**src/rtl/tbs_pkg.sv**
```systemverilog
package tbs_pkg;

	localparam int VERTEX_COUNT   = 3;
	localparam int COMPONENT_BITS = 16;

	localparam int SLOT_W   = 2;
	localparam int FIELD_W  = 16;
	localparam int WEIGHT_W = 16;
	localparam int LIGHT_W  = 16;
	localparam int COLOR_W  = 8;
	localparam int INTEN_W  = 16;
	localparam int UNIT_W   = 16;

	localparam int CFG_IDX_W  = 3;
	localparam int CFG_DATA_W = 16;

	// blended normal: sum of three CB x 16 products, scaled down by 2^15
	localparam int BLEND_W = (COMPONENT_BITS + 4 > LIGHT_W + 1) ? COMPONENT_BITS + 4 : LIGHT_W + 1;
	localparam int MUL_W   = BLEND_W + 1;
	localparam int PROD_W  = 2 * MUL_W;
	localparam int ACC_W   = PROD_W + 2;
	localparam int SQ_W    = 2 * BLEND_W + 2;
	localparam int SQRT_STEPS = SQ_W / 2;
	localparam int LEN_W   = SQRT_STEPS;
	localparam int QUOT_W  = UNIT_W - 1;
	localparam int DIV_W   = LEN_W + QUOT_W;
	localparam int ITER_MAX = (SQRT_STEPS > QUOT_W) ? SQRT_STEPS : QUOT_W;
	localparam int ITER_W  = $clog2(ITER_MAX + 1);

	localparam int BLEND_SHIFT = 15;
	localparam int FRAC_SHIFT  = 14;
	localparam int DOT_SHIFT   = 13;
	localparam int COLOR_SHIFT = 15;

	localparam int INTEN_ONE = 32768;
	localparam logic [COLOR_W-1:0] ALPHA_OPAQUE = 8'd255;

	localparam logic signed [LIGHT_W-1:0] LIGHT_X_RST = 16'sd0;
	localparam logic signed [LIGHT_W-1:0] LIGHT_Y_RST = 16'sd0;
	localparam logic signed [LIGHT_W-1:0] LIGHT_Z_RST = 16'sd16384;
	localparam logic [COLOR_W-1:0] BASE_RED_RST   = 8'd255;
	localparam logic [COLOR_W-1:0] BASE_GREEN_RST = 8'd128;
	localparam logic [COLOR_W-1:0] BASE_BLUE_RST  = 8'd0;

	localparam int BAND_TH_0 = 31130;
	localparam int BAND_TH_1 = 26215;
	localparam int BAND_TH_2 = 19661;
	localparam int BAND_TH_3 = 13108;
	localparam int BAND_TH_4 = 6554;
	localparam int BAND_LV_0 = 32768;
	localparam int BAND_LV_1 = 26214;
	localparam int BAND_LV_2 = 19661;
	localparam int BAND_LV_3 = 13107;
	localparam int BAND_LV_4 = 6554;

	typedef enum logic [CFG_IDX_W-1:0] {
		REG_LIGHT_X    = 3'd0,
		REG_LIGHT_Y    = 3'd1,
		REG_LIGHT_Z    = 3'd2,
		REG_BASE_RED   = 3'd3,
		REG_BASE_GREEN = 3'd4,
		REG_BASE_BLUE  = 3'd5
	} reg_idx_t;

	typedef enum logic {
		FUNC_LOAD  = 1'b0,
		FUNC_SHADE = 1'b1
	} func_t;

	typedef struct packed {
		logic [WEIGHT_W-1:0] weight_c;
		logic [WEIGHT_W-1:0] weight_b;
		logic [WEIGHT_W-1:0] weight_a;
		logic [FIELD_W-1:0]  normal_z;
		logic [FIELD_W-1:0]  normal_y;
		logic [FIELD_W-1:0]  normal_x;
		logic [SLOT_W-1:0]   vertex_slot;
	} item_t;

	localparam int ITEM_W      = $bits(item_t);
	localparam int IN_TDATA_W  = ((ITEM_W + 7) / 8) * 8;
	localparam int OUT_TDATA_W = 4 * COLOR_W + INTEN_W;

	typedef enum logic [2:0] {
		MS_BLEND  = 3'b001,
		MS_SQUARE = 3'b010,
		MS_DOT    = 3'b100
	} msel_t;

	typedef struct packed {
		msel_t      msel;
		logic       capture;
		logic       store;
		logic       mul_en;
		logic       acc_en;
		logic       acc_clr;
		logic       blend_wr;
		logic       sqrt_init;
		logic       sqrt_step;
		logic       div_init;
		logic       div_step;
		logic       div_wr;
		logic       band_en;
		logic       zero;
		logic       out_load;
		logic       src;
		logic [1:0] vi;
		logic [1:0] ki;
	} cmd_t;

	typedef struct packed {
		logic len_zero;
		logic out_free;
	} status_t;

	function automatic logic [INTEN_W-1:0] band(input logic [INTEN_W:0] d);
		logic [INTEN_W-1:0] r;
		if (d >= (INTEN_W+1)'(BAND_TH_0))      r = INTEN_W'(BAND_LV_0);
		else if (d >= (INTEN_W+1)'(BAND_TH_1)) r = INTEN_W'(BAND_LV_1);
		else if (d >= (INTEN_W+1)'(BAND_TH_2)) r = INTEN_W'(BAND_LV_2);
		else if (d >= (INTEN_W+1)'(BAND_TH_3)) r = INTEN_W'(BAND_LV_3);
		else if (d >= (INTEN_W+1)'(BAND_TH_4)) r = INTEN_W'(BAND_LV_4);
		else                                   r = d[INTEN_W-1:0];
		return r;
	endfunction

endpackage

```
**src/rtl/tbs_ctrl.sv**
```systemverilog
module tbs_ctrl import tbs_pkg::*; (
	input  logic    clk,
	input  logic    arst_n,
	input  logic    in_valid,
	input  logic    in_func,
	output logic    in_ready,
	input  status_t status,
	output cmd_t    cmd
);

	typedef enum logic [8:0] {
		S_IDLE  = 9'b000000001,
		S_STORE = 9'b000000010,
		S_MUL   = 9'b000000100,
		S_ACC   = 9'b000001000,
		S_SQRT  = 9'b000010000,
		S_DINIT = 9'b000100000,
		S_DIV   = 9'b001000000,
		S_BAND  = 9'b010000000,
		S_OUT   = 9'b100000000
	} state_t;

	typedef enum logic [2:0] {
		PH_BLEND = 3'b001,
		PH_NORM  = 3'b010,
		PH_DOT   = 3'b100
	} phase_t;

	state_t state_q, state_d;
	phase_t phase_q, phase_d;
	logic [1:0] vi_q, vi_d, ki_q, ki_d;
	logic src_q, src_d, zero_q, zero_d;
	logic [ITER_W-1:0] iter_q, iter_d;

	always_ff @(posedge clk or negedge arst_n) begin
		if (!arst_n) begin
			state_q <= S_IDLE;
			phase_q <= PH_BLEND;
			vi_q    <= '0;
			ki_q    <= '0;
			src_q   <= 1'b0;
			zero_q  <= 1'b0;
			iter_q  <= '0;
		end else begin
			state_q <= state_d;
			phase_q <= phase_d;
			vi_q    <= vi_d;
			ki_q    <= ki_d;
			src_q   <= src_d;
			zero_q  <= zero_d;
			iter_q  <= iter_d;
		end
	end

	assign in_ready = (state_q == S_IDLE);

	always_comb begin
		state_d = state_q;
		phase_d = phase_q;
		vi_d    = vi_q;
		ki_d    = ki_q;
		src_d   = src_q;
		zero_d  = zero_q;
		iter_d  = iter_q;
		cmd     = '0;
		cmd.vi  = vi_q;
		cmd.ki  = ki_q;
		cmd.src = src_q;
		cmd.zero = zero_q;
		unique case (phase_q)
			PH_BLEND: cmd.msel = MS_BLEND;
			PH_NORM:  cmd.msel = MS_SQUARE;
			PH_DOT:   cmd.msel = MS_DOT;
			default:  cmd.msel = MS_BLEND;
		endcase

		unique case (state_q)
			S_IDLE: begin
				if (in_valid) begin
					cmd.capture = 1'b1;
					if (func_t'(in_func) == FUNC_LOAD) begin
						state_d = S_STORE;
					end else begin
						state_d = S_MUL;
						phase_d = PH_BLEND;
						vi_d    = '0;
						ki_d    = '0;
						src_d   = 1'b0;
						zero_d  = 1'b0;
					end
				end
			end
			S_STORE: begin
				cmd.store = 1'b1;
				state_d   = S_IDLE;
			end
			S_MUL: begin
				cmd.mul_en = 1'b1;
				state_d    = S_ACC;
			end
			S_ACC: begin
				cmd.acc_en  = 1'b1;
				cmd.acc_clr = (phase_q == PH_BLEND) ? (vi_q == 2'd0) : (ki_q == 2'd0);
				state_d     = S_MUL;
				unique case (phase_q)
					PH_BLEND: begin
						if (vi_q == 2'd2) begin
							cmd.blend_wr = 1'b1;
							vi_d = '0;
							if (ki_q == 2'd2) begin
								phase_d = PH_NORM;
								ki_d    = '0;
							end else begin
								ki_d = ki_q + 2'd1;
							end
						end else begin
							vi_d = vi_q + 2'd1;
						end
					end
					PH_NORM: begin
						if (ki_q == 2'd2) begin
							cmd.sqrt_init = 1'b1;
							iter_d  = '0;
							state_d = S_SQRT;
						end else begin
							ki_d = ki_q + 2'd1;
						end
					end
					PH_DOT: begin
						if (ki_q == 2'd2) begin
							state_d = S_BAND;
						end else begin
							ki_d = ki_q + 2'd1;
						end
					end
					default: state_d = S_IDLE;
				endcase
			end
			S_SQRT: begin
				cmd.sqrt_step = 1'b1;
				iter_d = iter_q + 1'b1;
				if (iter_q == ITER_W'(SQRT_STEPS - 1)) begin
					ki_d    = '0;
					state_d = S_DINIT;
				end
			end
			S_DINIT: begin
				if (status.len_zero) begin
					// zero-length vector: intensity is zero
					zero_d  = 1'b1;
					state_d = S_BAND;
				end else begin
					cmd.div_init = 1'b1;
					iter_d  = '0;
					state_d = S_DIV;
				end
			end
			S_DIV: begin
				cmd.div_step = 1'b1;
				iter_d = iter_q + 1'b1;
				if (iter_q == ITER_W'(QUOT_W - 1)) begin
					cmd.div_wr = 1'b1;
					if (ki_q == 2'd2) begin
						ki_d    = '0;
						state_d = S_MUL;
						if (!src_q) begin
							src_d = 1'b1;
						end else begin
							phase_d = PH_DOT;
						end
					end else begin
						ki_d    = ki_q + 2'd1;
						state_d = S_DINIT;
					end
				end
			end
			S_BAND: begin
				cmd.band_en = 1'b1;
				state_d     = S_OUT;
			end
			S_OUT: begin
				if (status.out_free) begin
					cmd.out_load = 1'b1;
					state_d      = S_IDLE;
				end
			end
			default: state_d = S_IDLE;
		endcase
	end

endmodule

```
**src/rtl/tbs_datapath.sv**
```systemverilog
module tbs_datapath import tbs_pkg::*; (
	input  logic                   clk,
	input  logic                   arst_n,
	input  cmd_t                   cmd,
	output status_t                status,
	input  logic [IN_TDATA_W-1:0]  in_data,
	input  logic                   cfg_wr,
	input  logic [CFG_IDX_W-1:0]   cfg_index,
	input  logic [CFG_DATA_W-1:0]  cfg_data,
	output logic                   out_valid,
	input  logic                   out_ready,
	output logic [OUT_TDATA_W-1:0] out_data
);

	logic signed [LIGHT_W-1:0] light_x_q, light_y_q, light_z_q;
	logic [COLOR_W-1:0] base_red_q, base_green_q, base_blue_q;

	item_t item_q;
	logic signed [COMPONENT_BITS-1:0] norm_q [VERTEX_COUNT][3];
	logic signed [BLEND_W-1:0] blend_q [3];
	logic signed [BLEND_W-1:0] light_v [3];
	logic signed [UNIT_W-1:0]  unit_q [2][3];

	logic [WEIGHT_W-1:0] w_sel;
	logic signed [BLEND_W-1:0] vec_sel;
	logic signed [MUL_W-1:0] ma, mb;
	logic signed [PROD_W-1:0] prod_q;
	logic signed [ACC_W-1:0] acc_q, acc_base, acc_new;

	logic [SQ_W-1:0] rem_q, res_q, bit_q, trial;

	logic [DIV_W-1:0] rdiv_q, dsh_q;
	logic [QUOT_W-1:0] quot_q, quot_nx;
	logic neg_q, ge;
	logic [BLEND_W-1:0] mag;
	logic [UNIT_W-1:0] uq;

	logic signed [ACC_W-1:0] dshift;
	logic [INTEN_W:0] dclamp;
	logic [INTEN_W-1:0] inten_q;

	logic [COLOR_W+INTEN_W-1:0] pr_r, pr_g, pr_b;
	logic [COLOR_W-1:0] red_q, green_q, blue_q;
	logic [INTEN_W-1:0] inten_out_q;
	logic out_valid_q;

	// configuration registers
	always_ff @(posedge clk or negedge arst_n) begin
		if (!arst_n) begin
			light_x_q    <= LIGHT_X_RST;
			light_y_q    <= LIGHT_Y_RST;
			light_z_q    <= LIGHT_Z_RST;
			base_red_q   <= BASE_RED_RST;
			base_green_q <= BASE_GREEN_RST;
			base_blue_q  <= BASE_BLUE_RST;
		end else if (cfg_wr) begin
			unique case (cfg_index)
				REG_LIGHT_X:    light_x_q    <= cfg_data;
				REG_LIGHT_Y:    light_y_q    <= cfg_data;
				REG_LIGHT_Z:    light_z_q    <= cfg_data;
				REG_BASE_RED:   base_red_q   <= cfg_data[COLOR_W-1:0];
				REG_BASE_GREEN: base_green_q <= cfg_data[COLOR_W-1:0];
				REG_BASE_BLUE:  base_blue_q  <= cfg_data[COLOR_W-1:0];
				default: ;
			endcase
		end
	end

	always_ff @(posedge clk) begin
		if (cmd.capture) item_q <= item_t'(in_data[ITEM_W-1:0]);
	end

	// vertex normal store, slot 3 ignored
	always_ff @(posedge clk) begin
		if (cmd.store && (item_q.vertex_slot < SLOT_W'(VERTEX_COUNT))) begin
			norm_q[item_q.vertex_slot][0] <= COMPONENT_BITS'(item_q.normal_x);
			norm_q[item_q.vertex_slot][1] <= COMPONENT_BITS'(item_q.normal_y);
			norm_q[item_q.vertex_slot][2] <= COMPONENT_BITS'(item_q.normal_z);
		end
	end

	assign light_v[0] = BLEND_W'(light_x_q);
	assign light_v[1] = BLEND_W'(light_y_q);
	assign light_v[2] = BLEND_W'(light_z_q);

	always_comb begin
		unique case (cmd.vi)
			2'd0:    w_sel = item_q.weight_a;
			2'd1:    w_sel = item_q.weight_b;
			default: w_sel = item_q.weight_c;
		endcase
	end

	assign vec_sel = cmd.src ? light_v[cmd.ki] : blend_q[cmd.ki];

	// shared multiplier
	always_comb begin
		ma = '0;
		mb = '0;
		unique case (cmd.msel)
			MS_BLEND: begin
				ma = MUL_W'(norm_q[cmd.vi][cmd.ki]);
				mb = $signed(MUL_W'(w_sel));
			end
			MS_SQUARE: begin
				ma = MUL_W'(vec_sel);
				mb = MUL_W'(vec_sel);
			end
			MS_DOT: begin
				ma = MUL_W'(unit_q[0][cmd.ki]);
				mb = MUL_W'(unit_q[1][cmd.ki]);
			end
			default: ;
		endcase
	end

	always_ff @(posedge clk) begin
		if (cmd.mul_en) prod_q <= ma * mb;
	end

	always_comb begin
		if (cmd.acc_clr) acc_base = '0;
		else             acc_base = acc_q;
		acc_new = acc_base + ACC_W'(prod_q);
	end

	always_ff @(posedge clk) begin
		if (cmd.acc_en) acc_q <= acc_new;
		if (cmd.blend_wr) blend_q[cmd.ki] <= BLEND_W'(acc_new >>> BLEND_SHIFT);
	end

	// bit-pair square root
	assign trial = res_q + bit_q;

	always_ff @(posedge clk) begin
		if (cmd.sqrt_init) begin
			rem_q <= acc_new[SQ_W-1:0];
			res_q <= '0;
			bit_q <= SQ_W'(1) << (SQ_W - 2);
		end else if (cmd.sqrt_step) begin
			if (rem_q >= trial) begin
				rem_q <= rem_q - trial;
				res_q <= (res_q >> 1) + bit_q;
			end else begin
				res_q <= res_q >> 1;
			end
			bit_q <= bit_q >> 2;
		end
	end

	assign status.len_zero = (res_q == '0);

	// restoring divide of |v| * 2^14 by the length, truncated toward zero
	assign mag     = vec_sel[BLEND_W-1] ? BLEND_W'(-vec_sel) : BLEND_W'(vec_sel);
	assign ge      = (rdiv_q >= dsh_q);
	assign quot_nx = {quot_q[QUOT_W-2:0], ge};
	assign uq      = {1'b0, quot_nx};

	always_ff @(posedge clk) begin
		if (cmd.div_init) begin
			neg_q  <= vec_sel[BLEND_W-1];
			rdiv_q <= DIV_W'(mag) << FRAC_SHIFT;
			dsh_q  <= DIV_W'(res_q[LEN_W-1:0]) << (QUOT_W - 1);
			quot_q <= '0;
		end else if (cmd.div_step) begin
			if (ge) rdiv_q <= rdiv_q - dsh_q;
			dsh_q  <= dsh_q >> 1;
			quot_q <= quot_nx;
		end
		if (cmd.div_wr) unit_q[cmd.src][cmd.ki] <= neg_q ? $signed(-uq) : $signed(uq);
	end

	// clamp and band the dot product
	assign dshift = acc_q >>> DOT_SHIFT;

	always_comb begin
		if (dshift[ACC_W-1])                     dclamp = '0;
		else if (dshift > ACC_W'(INTEN_ONE))     dclamp = (INTEN_W+1)'(INTEN_ONE);
		else                                     dclamp = dshift[INTEN_W:0];
	end

	always_ff @(posedge clk) begin
		if (cmd.band_en) inten_q <= cmd.zero ? '0 : band(dclamp);
	end

	// color scaling and output register
	assign pr_r = (COLOR_W+INTEN_W)'(base_red_q)   * (COLOR_W+INTEN_W)'(inten_q);
	assign pr_g = (COLOR_W+INTEN_W)'(base_green_q) * (COLOR_W+INTEN_W)'(inten_q);
	assign pr_b = (COLOR_W+INTEN_W)'(base_blue_q)  * (COLOR_W+INTEN_W)'(inten_q);

	always_ff @(posedge clk) begin
		if (cmd.out_load) begin
			red_q       <= pr_r[COLOR_SHIFT+COLOR_W-1:COLOR_SHIFT];
			green_q     <= pr_g[COLOR_SHIFT+COLOR_W-1:COLOR_SHIFT];
			blue_q      <= pr_b[COLOR_SHIFT+COLOR_W-1:COLOR_SHIFT];
			inten_out_q <= inten_q;
		end
	end

	always_ff @(posedge clk or negedge arst_n) begin
		if (!arst_n) begin
			out_valid_q <= 1'b0;
		end else if (cmd.out_load) begin
			out_valid_q <= 1'b1;
		end else if (out_ready) begin
			out_valid_q <= 1'b0;
		end
	end

	assign status.out_free = !out_valid_q || out_ready;
	assign out_valid = out_valid_q;
	assign out_data  = {inten_out_q, ALPHA_OPAQUE, blue_q, green_q, red_q};

endmodule

```
**src/rtl/toon_band_shader_unit.sv**
```systemverilog
// Channel  | Direction | Handshake                | Payload
// s_*      | in        | s_tvalid / s_tready      | s_tdata item fields, s_tuser func
// m_*      | out       | m_tvalid / m_tready      | m_tdata shaded pixel
// cfg_*    | in        | cfg_valid / cfg_ready    | cfg_index register, cfg_data value
//
// Load transaction: accept, then store into the slot registers; no output.
// Shade transaction: blend the three vertex normals, then per vector (blended normal, then
//   light) square the components, take a bit-pair square root and do three restoring
//   divides; then the dot product, band and output. Root and divide run iteratively.
//   A zero-length vector exits early.
// Reset (arst_n low) clears control and output valid and sets config registers to their
//   reset values; normals are undefined until loaded.
// The output register holds a result until m_tready; a new transaction is accepted
//   meanwhile, and the block stalls only when the next result is ready to load.
module toon_band_shader_unit import tbs_pkg::*; (
	input  logic                   clk,
	input  logic                   arst_n,
	input  logic                   s_tvalid,
	output logic                   s_tready,
	// [1:0] vertex_slot, [17:2] normal_x, [33:18] normal_y, [49:34] normal_z,
	// [65:50] weight_a, [81:66] weight_b, [97:82] weight_c, rest zero
	input  logic [IN_TDATA_W-1:0]  s_tdata,
	// [0] func
	input  logic                   s_tuser,
	output logic                   m_tvalid,
	input  logic                   m_tready,
	// [7:0] red, [15:8] green, [23:16] blue, [31:24] alpha, [47:32] intensity
	output logic [OUT_TDATA_W-1:0] m_tdata,
	input  logic                   cfg_valid,
	output logic                   cfg_ready,
	input  logic [CFG_IDX_W-1:0]   cfg_index,
	input  logic [CFG_DATA_W-1:0]  cfg_data
);

	cmd_t    cmd;
	status_t status;

	// config writes are always taken
	assign cfg_ready = 1'b1;

	tbs_ctrl u_ctrl (
		.clk      (clk),
		.arst_n   (arst_n),
		.in_valid (s_tvalid),
		.in_func  (s_tuser),
		.in_ready (s_tready),
		.status   (status),
		.cmd      (cmd)
	);

	tbs_datapath u_dp (
		.clk       (clk),
		.arst_n    (arst_n),
		.cmd       (cmd),
		.status    (status),
		.in_data   (s_tdata),
		.cfg_wr    (cfg_valid),
		.cfg_index (cfg_index),
		.cfg_data  (cfg_data),
		.out_valid (m_tvalid),
		.out_ready (m_tready),
		.out_data  (m_tdata)
	);

endmodule
```
**config.mk**
```make
export PLATFORM = sky130hd
export DESIGN_NAME = toon_band_shader_unit
export DESIGN_NICKNAME = d
export VERILOG_FILES = /design/src/rtl/tbs_pkg.sv /design/src/rtl/tbs_ctrl.sv /design/src/rtl/tbs_datapath.sv /design/src/rtl/toon_band_shader_unit.sv
export SDC_FILE = /design/constraint.sdc
export NUM_CORES = 2
export LEC_CHECK = 0
export BUFFER_PORTS_ARGS = -buffer_cell sky130_fd_sc_hd__buf_2
export CORE_MARGIN = 2
export CORE_UTILIZATION = 40
export DETAILED_ROUTE_END_ITERATION = 16
export MAX_ROUTING_LAYER = met4
export PLACE_DENSITY_LB_ADDON = 0.3
export SYNTH_ARGS = -nofsm -noshare
export SYNTH_HDL_FRONTEND = slang
export SYNTH_SLANG_ARGS = --single-unit
```
**constraint.sdc**
```tcl
create_clock -name clk -period 15.1 [get_ports clk]
set_clock_uncertainty 0.15 [all_clocks]
set_input_delay 0.755 -clock clk [delete_from_list [all_inputs] [get_ports clk]]
set_output_delay 0.755 -clock clk [all_outputs]
set_load 0.03 [all_outputs]
```
==> impl_metrics.py <==
metrics = {
    "timing": {
        "finalHoldViolCount": 0,
        "min_period_over_period": 0.7135,
        "final-max-slew-violation-count": 0,
        "finalSetupViolCount": 0,
        "clock.fmax_mhz": 92.82,
        "slew_headroom": 0.2099,
        "setup_repair_after_global_routing_missed_its_margin": "no",
        "fin_crit_ns": 10.77,
        "fin_tns_setup_ns": 0,
        "layout_setup_ws_ns": 4.327,
        "tightestPinTransition_ns": 1.177,
    },
    "floorplan": {
        "ioPinCount": 180,
        "floorplan.die_area_sq_um": 174400,
        "placement_rows": 151,
        "die_x_microns": 417.6,
        "initial_utilization": 0.4034,
        "die_height_microns": 417.6,
        "core_area_sq_um": 169700,
    },
    "drt": {
        "route.detailed.drc": 0,
        "drt_first_pass_iters": 6,
        "totalWireLength_mm": 181.5,
        "vias_per_cell": 5.366,
        "drt-wirelength-per-cell_microns": 19.77,
        "dr.first_iter.drc_count": 3467,
        "ant_nets": 0,
        "route.vias.total": 49272,
    },
    "global_routing": {
        "wire_length_of_the_first_global_routing_pass_mm": 286.6,
        "grt_max_degree": 77,
        "gr-usage-all-layers": 0.2158,
        "grt_pass1_vias": 50520,
        "antenna_violations_before_repair": 3,
        "grt_ovf": 0,
    },
    "critical_path": {
        "crit_fanout": 44,
        "crit_path_buf_inv_count": 8,
        "timing.critical_path.slowest_cell_delay_ns": 0.78,
        "critical_path.endpoint_type": "register",
        "critical_path_class": "reg2reg",
        "cpMaxStageDelayCell": "sky130_fd_sc_hd__buf_4",
        "cp.required_ns": 15.50,
        "worstSetupStartpointType": "register",
        "cpLargestDelayFamily": "adder cells",
        "worstPathArrival_ns": 11.18,
    },
    "synth": {
        "synth_seq_cells": 827,
        "synth_flop_cell": "sky130_fd_sc_hd__edfxtp_1",
        "synth_commonest_cells": "916 x sky130_fd_sc_hd__inv_1, 797 x sky130_fd_sc_hd__nand2_1, 695 x sky130_fd_sc_hd__fa_1, 624 x sky130_fd_sc_hd__edfxtp_1, 480 x sky130_fd_sc_hd__nor2_1",
        "yosysWarningCount": 0,
        "synth_largest_area_cell": "sky130_fd_sc_hd__edfxtp_1",
        "synth_edf_count": 624,
        "synth_sequential_area_ratio": 0.3404,
        "post-synth-top-count-cell": "sky130_fd_sc_hd__inv_1",
        "postSynthCellCount": 6756,
        "post_synth.cell_area_avg_sq_um": 10.13,
        "ys_types": 102,
        "yosys.area.top_type_share": 0.2738,
        "async_flop_share": 0.1161,
        "netlist_top_cells_area": "sky130_fd_sc_hd__edfxtp_1 27%, sky130_fd_sc_hd__fa_1 20%, sky130_fd_sc_hd__ha_1 7.2%, sky130_fd_sc_hd__inv_1 5.0%, sky130_fd_sc_hd__nand2_1 4.4%",
        "mappedNetlistArea_sq_um": 68440,
    },
    "layout": {
        "final.fill_count": 15879,
        "multiInputGateArea_sq_um": 40570,
        "design.final.nets": 8108,
        "final_layout_size_suffix_gt1_frac": 0.09720,
        "synth_to_layout_area_growth_pct": 10.73,
        "insertedDiodeCount": 0,
        "seqCellArea_sq_um": 23310,
    },
    "clocking": {
        "number_of_gates_given_a_new_drive_strength_after_cts": 0,
        "clk_pin_slew_worst_paths_ns": 0.06,
        "post_cts_hold_buffer_count": 92,
        "cts.sinks": 827,
        "insertion_delay_ns": 0.76,
        "ctsLongestPathBuffers": 3,
        "cts.repair_timing.setup_buffer_count": 0,
        "clock-root-buffer": "sky130_fd_sc_hd__clkbuf_16",
        "cts_made_buffers": 92,
        "h-tree-depth": 3,
        "clock_tree_from_tritoncts": "done",
    },
    "flow_run": {
        "max-cap-violations": 0,
    },
    "min_path": {
        "hold_class": "in2reg",
    },
    "placed_design": {
        "pre_cts_ws_ns": 4.399,
        "buffer_ports.inserted": 164,
        "gp_congestion": 0.9170,
        "detailed_placer_s_ending_hpwl_mm": 132.5,
    },
    "outcome": {
        "outcome": "finished, final reports clean",
    },
}
==> final cells by class <==
class | count | area share
Multi-Input combinational cell | 4692 | 0.5354
Sequential cell | 827 | 0.3076
Inverter | 919 | 0.04552
Tap cell | 2218 | 0.03662
Clock buffer | 125 | 0.03442
Timing Repair Buffer | 356 | 0.03292
Clock inverter | 46 | 0.007545
==> registers in the layout (all words and copies together), names as in the netlist, 42 cells and up <==
register and flops:
u_dp.unit_q 96, u_dp.rem_q 42, u_dp.prod_q 42, u_dp.acc_q 44, u_dp.item_q 98, u_dp.res_q 42
u_dp.blend_q 60, u_dp.norm_q 144
==> metal layers <==
layer / track usage / part of all wire
met1: 0.2800 / 0.44
met2: 0.3487 / 0.47
met3: 0.02973 / 0.054
met4: 0.07245 / 0.036
met5: - / 0
==> cells by family (layout without fill, tap and decap cells) <==
group	count (synthesis)	count (layout)	share of synthesized area
flops	827	827	0.3404
fa+ha+maj	1091	1091	0.2757
mux	255	255	0.04269
compound gates	1140	1140	0.1074
xor+xnor	277	277	0.03545
simple gates	1920	1920	0.1281
other cells	1	9	0.00005479
buf+inv	1245	1446	0.07028
==> final timing paths <==
path | from | end | slack, ns | cells after the start
worst max-delay path | u_ctrl.ki_q[0] | u_dp.prod_q[35] | 4.33 | 30
min in group asynchronous | arst_n | u_dp.out_valid | 0.44 | 2
worst min-delay path | s_tdata[59] | u_dp.item_q[59] | 0.06 | 1
worst max register to register | u_ctrl.ki_q[0] | u_dp.prod_q[35] | 4.33 | 30
max in group asynchronous | arst_n | u_ctrl.vi_q[0] | 13.20 | 3
worst min register to register | u_dp.rdiv_q[8] | u_dp.rdiv_q[8] | 0.31 | 2
==> metrics by stage <==
stage	instances	utilization	hold slack, ns	area (sq um)
final	9183	0.4467	0.05769	75780
after global routing	9183	0.4467	0.008907	75780
after CTS	9183	0.4467	0.001103	75780
after detailed placement	8920	0.4225	0.2973	71680
after global placement	8920	0.4225	0.2936	71680
after floorplan	6764	-	0.2856	68470
==> cells in the final DEF, fill, tap and decap left out, types with 37 or more instances in the layout <==
| cell type | synthesis | routed |
|---|---|---|
| sky130_fd_sc_hd__inv_1 | 916 | 916 |
| sky130_fd_sc_hd__nand2_1 | 797 | 796 |
| sky130_fd_sc_hd__fa_1 | 695 | 695 |
| sky130_fd_sc_hd__edfxtp_1 | 624 | 624 |
| sky130_fd_sc_hd__nor2_1 | 480 | 478 |
| sky130_fd_sc_hd__ha_1 | 396 | 396 |
| sky130_fd_sc_hd__a21oi_1 | 366 | 363 |
| sky130_fd_sc_hd__o21ai_0 | 215 | 215 |
| sky130_fd_sc_hd__and2_1 | 194 | 193 |
| sky130_fd_sc_hd__xnor2_1 | 186 | 186 |
| sky130_fd_sc_hd__buf_2 | 27 | 163 |
| sky130_fd_sc_hd__mux2_2 | 135 | 135 |
| sky130_fd_sc_hd__dfxtp_1 | 107 | 107 |
| sky130_fd_sc_hd__mux2i_1 | 104 | 104 |
| sky130_fd_sc_hd__buf_4 | 13 | 101 |
| sky130_fd_sc_hd__clkbuf_16 | 0 | 94 |
| sky130_fd_sc_hd__dlygate4sd3_1 | 0 | 92 |
| sky130_fd_sc_hd__xor2_1 | 91 | 91 |
| sky130_fd_sc_hd__a21o_1 | 88 | 88 |
| sky130_fd_sc_hd__dfrtp_1 | 84 | 80 |
| sky130_fd_sc_hd__nand3_1 | 76 | 75 |
| sky130_fd_sc_hd__nor2b_1 | 72 | 71 |
| sky130_fd_sc_hd__nor3_1 | 72 | 65 |
| sky130_fd_sc_hd__a31oi_1 | 59 | 59 |
| sky130_fd_sc_hd__a211oi_1 | 59 | 59 |
| sky130_fd_sc_hd__nand2b_1 | 41 | 41 |
| sky130_fd_sc_hd__and3_1 | 37 | 37 |
==> worst register-to-register path: cells and delay by family (launching register included) <==
| kind | cells | cell delay, ns |
|---|---|---|
| buffers and inverters | 8 | 2.15 |
| AOI/OAI and AO/OA | 6 | 1.86 |
| DFF | 1 | 0.68 |
| and+or+nand+nor | 7 | 1.90 |
| adders and majority gates | 8 | 3.57 |
| muxes | 1 | 0.29 |
Power is left out: the tool's default activity adds up to more than one toggle a clock period on the data nets, which glitch-free logic cannot reach.
